`config.mk`:
```
export PLATFORM = sky130hd
export DESIGN_NAME = vbm_ctrl
export DESIGN_NICKNAME = d
export VERILOG_FILES = /design/src/rtl/core/vbm_pkg.sv /design/src/rtl/core/vbm_ctrl.sv
export SDC_FILE = /design/constraint.sdc
export NUM_CORES = 1
export LEC_CHECK = 0
export BUFFER_PORTS_ARGS = -buffer_cell sky130_fd_sc_hd__buf_2
export CORE_AREA = 2 2 39 41
export DETAILED_ROUTE_END_ITERATION = 7
export DIE_AREA = 0 0 41 43
export GPL_ROUTABILITY_DRIVEN = 0
export SYNTH_ARGS = -nofsm -noshare
export SYNTH_HDL_FRONTEND = slang
export SYNTH_SLANG_ARGS = --single-unit
export TNS_END_PERCENT = 1
```
`constraint.sdc`:
```
create_clock -name i_clk -period 1.3 [get_ports i_clk]
set_input_delay 0.26 -clock i_clk [delete_from_list [all_inputs] [get_ports i_clk]]
set_output_delay 0.26 -clock i_clk [all_outputs]
set_load 0.05 [all_outputs]
```
`src/rtl/core/vbm_pkg.sv`:
```
package vbm_pkg;

    localparam int MAX_VOXELS = 32768;
    localparam int ADDR_W     = $clog2(MAX_VOXELS);
    // count must hold MAX_VOXELS + 1 to mark an overflowing load
    localparam int CNT_W      = 16;
    localparam int VAL_W      = 8;
    localparam int DIM_W      = 11;
    localparam int IDX_W      = 10;
    localparam int XY_W       = 2 * DIM_W;
    localparam int PROD_W     = 3 * DIM_W;
    localparam int CFG_IDX_W  = 2;

    localparam logic [CFG_IDX_W-1:0] CFG_X_SIZE = 2'd0;
    localparam logic [CFG_IDX_W-1:0] CFG_Y_SIZE = 2'd1;
    localparam logic [CFG_IDX_W-1:0] CFG_Z_SIZE = 2'd2;

    localparam logic [DIM_W-1:0] DIM_RESET = 11'd32;

    typedef enum logic [2:0] {
        ST_LOAD,
        ST_SIZE_XY,
        ST_SIZE_XYZ,
        ST_CHECK,
        ST_SCAN,
        ST_DRAIN,
        ST_FINISH
    } t_state;

    typedef struct packed {
        logic load_ready;
        logic mul_xy;
        logic mul_xyz;
        logic check;
        logic scan_step;
        logic finish;
    } t_cmd;

    typedef struct packed {
        logic last_fire;
        logic size_err;
        logic scan_last;
        logic out_busy;
    } t_status;

    function automatic logic [IDX_W-1:0] sat_idx(input logic [DIM_W-1:0] v);
        logic [IDX_W-1:0] r;
        r = (v[DIM_W-1:IDX_W] != '0) ? {IDX_W{1'b1}} : v[IDX_W-1:0];
        return r;
    endfunction

endpackage

```
`src/rtl/core/vbm_ctrl.sv`:
```
module vbm_ctrl (
    input  logic             i_clk,
    input  logic             i_rst_n,
    input  vbm_pkg::t_status i_status,
    output vbm_pkg::t_cmd    o_cmd
);

    vbm_pkg::t_state r_state, n_state;

    always_ff @(posedge i_clk) begin
        if (!i_rst_n) begin
            r_state <= vbm_pkg::ST_LOAD;
        end else begin
            r_state <= n_state;
        end
    end

    always_comb begin
        n_state = r_state;
        o_cmd   = '0;
        case (r_state)
            vbm_pkg::ST_LOAD: begin
                o_cmd.load_ready = 1'b1;
                if (i_status.last_fire) begin
                    n_state = vbm_pkg::ST_SIZE_XY;
                end
            end
            vbm_pkg::ST_SIZE_XY: begin
                o_cmd.mul_xy = 1'b1;
                n_state      = vbm_pkg::ST_SIZE_XYZ;
            end
            vbm_pkg::ST_SIZE_XYZ: begin
                o_cmd.mul_xyz = 1'b1;
                n_state       = vbm_pkg::ST_CHECK;
            end
            vbm_pkg::ST_CHECK: begin
                o_cmd.check = 1'b1;
                n_state     = i_status.size_err ? vbm_pkg::ST_FINISH : vbm_pkg::ST_SCAN;
            end
            vbm_pkg::ST_SCAN: begin
                o_cmd.scan_step = 1'b1;
                if (i_status.scan_last) begin
                    n_state = vbm_pkg::ST_DRAIN;
                end
            end
            vbm_pkg::ST_DRAIN: begin
                // last read word is still being evaluated
                n_state = vbm_pkg::ST_FINISH;
            end
            vbm_pkg::ST_FINISH: begin
                if (!i_status.out_busy) begin
                    o_cmd.finish = 1'b1;
                    n_state      = vbm_pkg::ST_LOAD;
                end
            end
            default: begin
                n_state = vbm_pkg::ST_LOAD;
            end
        endcase
    end

endmodule

```
# == Yosys cells after proc, flatten, opt, wreduce, memory -nomap -nowiden ==
# Index checks and enable logic that the tools add are counted.
# totals
in_bits,6
ff_bits,3
# classes
n_mux,12
eq_ne,9
reduce_logical,2
# op_table
cell,n
$pmux W3 S7,1
$eq A3 B3 Y1 const B,3
$mux W3,3
$mux W1,7
$eq A3 B2 Y1 const B,2
$ne A2 B2 Y1 const B,3
$eq A3 B1 Y1 const B,1
$logic_not A3 Y1,1
$reduce_and A3 Y1,1
$mux W2,1

# == Depth between registers and ports, before layout ==
# Gate-level depths: netlist of the first run.
# depth
ltp_word,3
ltp_mapped,3
depth_no_buf,2

# == Least setup slack after synthesis of the first run ==
# OpenSTA, ideal clock, no wires.
# synth_path
kind,register to output
start,reg r_state[2]
end,out o_cmd[1] (netlist name)
arrival_time_ps,1678
path_buffers,1
t_required_ps,1040
slack_ps,-638
path_stages_with_launch,3
path_cell_list,dfxtp_1 > buf_2 > nor3b_1
# synth_rtl
item,line_no,source
start: declaration,vbm_ctrl.sv:8,"vbm_pkg::t_state r_state, n_state;"
start signal: assignment,vbm_ctrl.sv:12,r_state <= vbm_pkg::ST_LOAD;
start signal: assignment,vbm_ctrl.sv:14,r_state <= n_state;
end: declaration,vbm_ctrl.sv:5,output vbm_pkg::t_cmd o_cmd

==> flow_summary.ini, run 1 <==
[clocking]
cts_buffers = 3
path_clk_slew_ns = 0.03
insertion_delay_ns = 0.24
clockRootBuffer = clkbuf_4
holdBufCountCts = 0
cts_tree = built
clock-sinks = 3
clk_path_buf_depth = 2
h-tree-depth = 1

[finish]
largest-register = r_state
reg.largest.list = r_state: 3 flops
drive_gt1_share_pct = 79.07
multiInputGateArea_um2 = 182.7
antenna_cells = 0
seqCellArea_um2 = 71.32
nets = 50
syn2layout_area_growth_pct = 94.15
n_fill_cell = 149
final_cell_mix = 8 x buf_6, 5 x buf_2, 5 x buf_4, 3 x clkbuf_4, 3 x dfxtp_4
layout_commonest_cell = buf_6
largest_reg_flops = 3

[global_routing]
grt.total_usage_pct = 9.137
grt_antenna_before_repair = 0
use_met3_pct = 3.665
grt_util_met1_pct = 9.003
busiest_layer = met4
grt_pass1_vias = 232
overflow = 0
grt_pass1_wl_um = 938
met2_usage_pct = 10.94
grt_max_degree = 9

[drt]
viasPerCell = 4.288
via_count = 253
wire_per_inst_um = 9.864
drtIter0Drc = 7
wirelength_um = 582
drc = 0
drtPass1Iterations = 3
antenna_left = 0

[synth]
ys_warn_count = 0
synth_area_leaders = dfxtp_1 26%, nor3b_1 9.6%, a2111oi_2 6.4%
syn_inst = 24
synth_cell_type_count = 19
netlist_area_um2 = 235.2
yosysSeqAreaShare_pct = 25.53
yosys.area.top_type_share_pct = 25.53
yosysTopAreaCell = dfxtp_1
syn_avg_cell_area_um2 = 9.801
syn_nets = 30
synth_seq_cells = 3

[setup_path]
cp-end-kind = output pin
crit_chain = buf_6 -> nor3b_2 -> buf_6
crit_type = reg2out
crit_path_max_incr_delay_ns = 0.35
rr_startpoint = r_state[0]
cp.arrival_ns = 1.08
worstSetupStartpointType = register
rrSetupSlack_ns = 0.20
path_delay_family = flip-flops
worstReg2RegEnd = r_state[2]
cp.required_ns = 1.04
r2r_cells = 3
path_max_fanout = 5
slowest_stage = dfxtp_4
cp_common_cell = buf_6
cp_num_buf_inv = 2

[die]
coreArea_um2 = 1384
io_pins = 12
design.die.area_um2 = 1763
die_width_um = 41
start_util_pct = 17.00
rows = 14
die_y_um = 43

[timing]
timing.final.ws_setup_ns = -0.04064
hold_viol = 0
fin_skew_ns = 0.005039
max_freq_mhz = 745.9
slew_violations = 0
setup_violations = 4
worst_pin_slew_ns = 0.2434
max_slew_margin_pct = 83.51
rsz0062_at_grt = true
whs_ns = 0.2927
period_needed_ns = 1.341
min_period_over_period_pct = 103.1

[job]
maxCapViolCount = 0

[power_and_ir_drop]
finalPower_uw = 862.1
cellLeakagePower_uw = 0.0001931
p_per_area_nw_per_um2 = 1888
ir_worst_vdd_mv = 0.8496

[placed_design]
io_buffers = 11
place_hpwl_um = 427.5

[status]
outcome = finished, violations left
violations = negative setup slack

[worst_hold_path]
holdPathStages = 3
hold_path.startpoint = i_status[1]
hold_path.class = in2reg
hold_end = r_state[0]
-- what timing repair did --
item,4_1_cts,5_1_grt
endpoints found under the setup margin,6,6
gates resized for setup,19,2
pin swaps,2,1
setup buffers,0,1
gates cloned,0,0
-- synthesized netlist by cell type (all sizes together) --
master	n
nand2b	1
mux2i	1
a2111oi	1
nand2	1
inv	1
nor3	2
nor3b	3
dfxtp	3
a311oi	1
buf	3
o311ai	1
nand3b	1
nand4b	1
or2b	1
a21oi	1
and4bb	1
nor2	1
-- worst reg2reg max path: cells and delay by family, from the launching register on --
kind / cells / cell delay, ns
DFF: 1 / 0.37
AOI/OAI and AO/OA: 1 / 0.25
and+or+nand+nor: 1 / 0.23
buffers and inverters: 1 / 0.16
-- kinds of logic (layout without fill, tap and decap cells) --
kind of cell / count (synthesis) / after routing / share of synthesized area, %
compound gates: 4 / 4 / 20.21
simple gates: 12 / 12 / 38.30
flops: 3 / 3 / 25.53
buf+inv: 4 / 23 / 11.70
mux: 1 / 1 / 4.255
-- report_power, final --
part           internal, uW  total (uW)  switching [uW]
sequential              128         187            58.4
combinational           243         509             266
clock                   115         167            51.4
total                   486         862             376
-- routing by layer --
metal / share of wire [%] / wire length, um
met1: 36 / 212
met2: 49 / 288
met3: 5.5 / 32
met4: 8.2 / 48
met5: 0 / 0
-- cell type report --
class	count	share of cell area (%)
sequential	3	15.62
timing repair buffer	18	33.42
inverter	1	0.8219
tap	16	4.384
multi-input combinational	17	40.00
clock buffer	4	5.753
-- metrics by stage --
stage	setup TNS, ns	area (um^2)	setup WS [ns]	utilization (%)	std cells
2_1_floorplan	-0.4285	264.0	-0.1574	-	24
5_1_grt	-0.2683	456.7	-0.07808	33.00	59
3_5_place_dp	0	360.3	0.01976	26.04	54
3_3_place_gp	0	360.3	0.02803	26.04	54
4_1_cts	-0.1782	441.7	-0.06335	31.92	58
6_report	-0.1092	456.7	-0.04064	33.00	59
-- how the worst max path moves through the flow --
stage,from,to,slack (ns),cells past startpoint
after detailed placement,r_state[1],o_cmd[0],0.02,2
after global routing,r_state[2],o_cmd[3],-0.08,3
after global placement,r_state[1],o_cmd[0],0.03,2
after CTS,r_state[0],o_cmd[3],-0.06,3
after floorplan,r_state[0],o_cmd[4],-0.16,2
final,r_state[2],o_cmd[3],-0.04,3
(Power assumes the default switching activity.)
==> run 2, diff against run 1 <==
--- a/config.mk
+++ b/config.mk
@@ -5,6 +5,7 @@
 export SDC_FILE = /design/constraint.sdc
 export NUM_CORES = 1
 export LEC_CHECK = 0
+export ABC_AREA = 1
 export BUFFER_PORTS_ARGS = -buffer_cell sky130_fd_sc_hd__buf_2
 export CORE_AREA = 2 2 39 41
 export DETAILED_ROUTE_END_ITERATION = 7
==> flow_summary.ini, run 2 <==
[drt]
drtIter0Drc = 0
wirelength_um = 526
antenna_left = 0
wire_per_inst_um = 8.092
drtPass1Iterations = 1
viasPerCell = 4.154
drc = 0
via_count = 270

[timing]
final.setup.tns_ns = -0.1130
min_period_over_period_pct = 105.8
max_freq_mhz = 727.3
fin_skew_ns = 0.0003687
max_slew_margin_pct = 90.87
slew_violations = 0
timing.final.ws_setup_ns = -0.07487
hold_viol = 0
rsz0062_at_grt = true
setup_violations = 4
period_needed_ns = 1.375
worst_pin_slew_ns = 0.1356

[global_routing]
overflow = 0
grt_util_met1_pct = 6.109
grt.total_usage_pct = 7.028
met2_usage_pct = 11.25
grt_antenna_before_repair = 0
grt_pass1_vias = 242
grt_max_degree = 9
grt_pass1_wl_um = 793
busiest_layer = met2
use_met3_pct = 3.141

[clocking]
clock-sinks = 3
path_clk_slew_ns = 0.04
clockRootBuffer = clkbuf_4
holdBufCountCts = 0
cts_tree = built
clk_path_buf_depth = 2
cts_buffers = 3
h-tree-depth = 1
insertion_delay_ns = 0.23

[finish]
nets = 56
fin_area_um2 = 390.4
n_fill_cell = 145
final_cell_mix = 5 x nor2_2, 5 x buf_2, 4 x inv_1, 4 x buf_6
seqCellArea_um2 = 66.31
largest-register = r_state
multiInputGateArea_um2 = 147.6
antenna_cells = 0
drive_gt1_share_pct = 61.22
largest_reg_flops = 3
reg.largest.list = r_state: 3 flops
syn2layout_area_growth_pct = 72.38

[synth]
syn_avg_cell_area_um2 = 6.863
synth_common_cells = 7 x nor2_1, 4 x inv_1, 3 x dfxtp_1, 3 x nand3_1
yosysTopAreaCell = dfxtp_1
yosys.area.top_type_share_pct = 26.52
syn_inst = 33
synth_cell_type_count = 15
yosysSeqAreaShare_pct = 26.52
async_flop_share_pct = 0
synth_edf_count = 0
netlist_area_um2 = 226.5
syn_nets = 39
synth_seq_cells = 3
synth_area_leaders = dfxtp_1 27%, nor2_1 12%, nand3_1 6.6%
synthMostInstantiatedCell = nor2_1
ys_warn_count = 0
dominantRegCellSynth = dfxtp_1

[die]
die_width_um = 41
design.die.area_um2 = 1763
die_y_um = 43
coreArea_um2 = 1384
io_pins = 12
rows = 14
start_util_pct = 16.37

[placed_design]
io_buffers = 11
placed_area_um2 = 300.3
place_hpwl_um = 400.2

[setup_path]
cp.arrival_ns = 1.11
crit_type = reg2out
worstSetupStartpointType = register
path_max_fanout = 5
cp.required_ns = 1.04
cp-end-kind = output pin

[power_and_ir_drop]
cellLeakagePower_uw = 0.0001989
p_per_area_nw_per_um2 = 1339
ir_worst_vdd_mv = 0.3091

[status]
outcome = finished, violations left
violations = negative setup slack

[job]
maxCapViolCount = 0

[worst_hold_path]
hold_path.class = in2reg
run 2: cell type report:
cell class | count | area share (%)
Inverter | 6 | 5.769
Tap cell | 16 | 5.128
Timing Repair Buffer | 13 | 27.56
Sequential cell | 3 | 16.99
Clock buffer | 4 | 6.731
Multi-Input combinational cell | 23 | 37.82
run 2: metal layers:
metal	part of all wire, %	vias to the layer above
met5	0	-
met4	3.6	0
met3	8.6	2
met2	50	10
met1	37	118
li1	-	140
run 2: worst paths after layout:
check / start / to / slack (ns) / depth (start not counted)
min: i_rst_n / r_state[1] / 0.29 / 3
max: r_state[0] / o_cmd[4] / -0.07 / 4
max reg2reg: r_state[2] / r_state[2] / 0.31 / 5
min reg2reg: r_state[0] / r_state[0] / 0.59 / 3
run 2: where the power goes:
group	switching, uW	internal [uW]	leakage (uW)
Combinational	143	92.2	0.000158
Sequential	17.1	107	0.0000261
Clock	48.1	115	0.0000150
run 2: cells by family after synthesis:
logic type / after synthesis / share of synthesized area [%]
and+or+nand+nor: 20 / 48.62
buffers and inverters: 7 / 14.92
DFF: 3 / 26.52
AOI/OAI and AO/OA: 3 / 9.940
run 2: metrics by stage:
stage / util, % / hold WS (ns) / cells / total power [uW] / setup slack (ns)
2_1_floorplan: - / 0.4058 / 33 / 276.7 / -0.1668
3_3_place_gp: 21.70 / 0.5307 / 60 / 312.2 / 0.05410
3_5_place_dp: 21.70 / 0.5283 / 60 / 313.1 / 0.04686
4_1_cts: 25.68 / 0.2855 / 64 / 509.2 / -0.09264
5_1_grt: 28.21 / 0.3167 / 65 / 556.4 / -0.1181
6_report: 28.21 / 0.2930 / 65 / 522.7 / -0.07487
run 2: repair_timing:
item                       4_1_cts  5_1_grt
pin swaps                        0        0
buffers inserted                 0        1
resized for setup               11        9
setup endpoints to repair        6        6
run 2: critical path: stages, from the launching register on:
cell and delay (ns):
dfxtp_4 0.35, inv_2 0.05, or2_4 0.24, nor2_4 0.09, buf_8 0.15
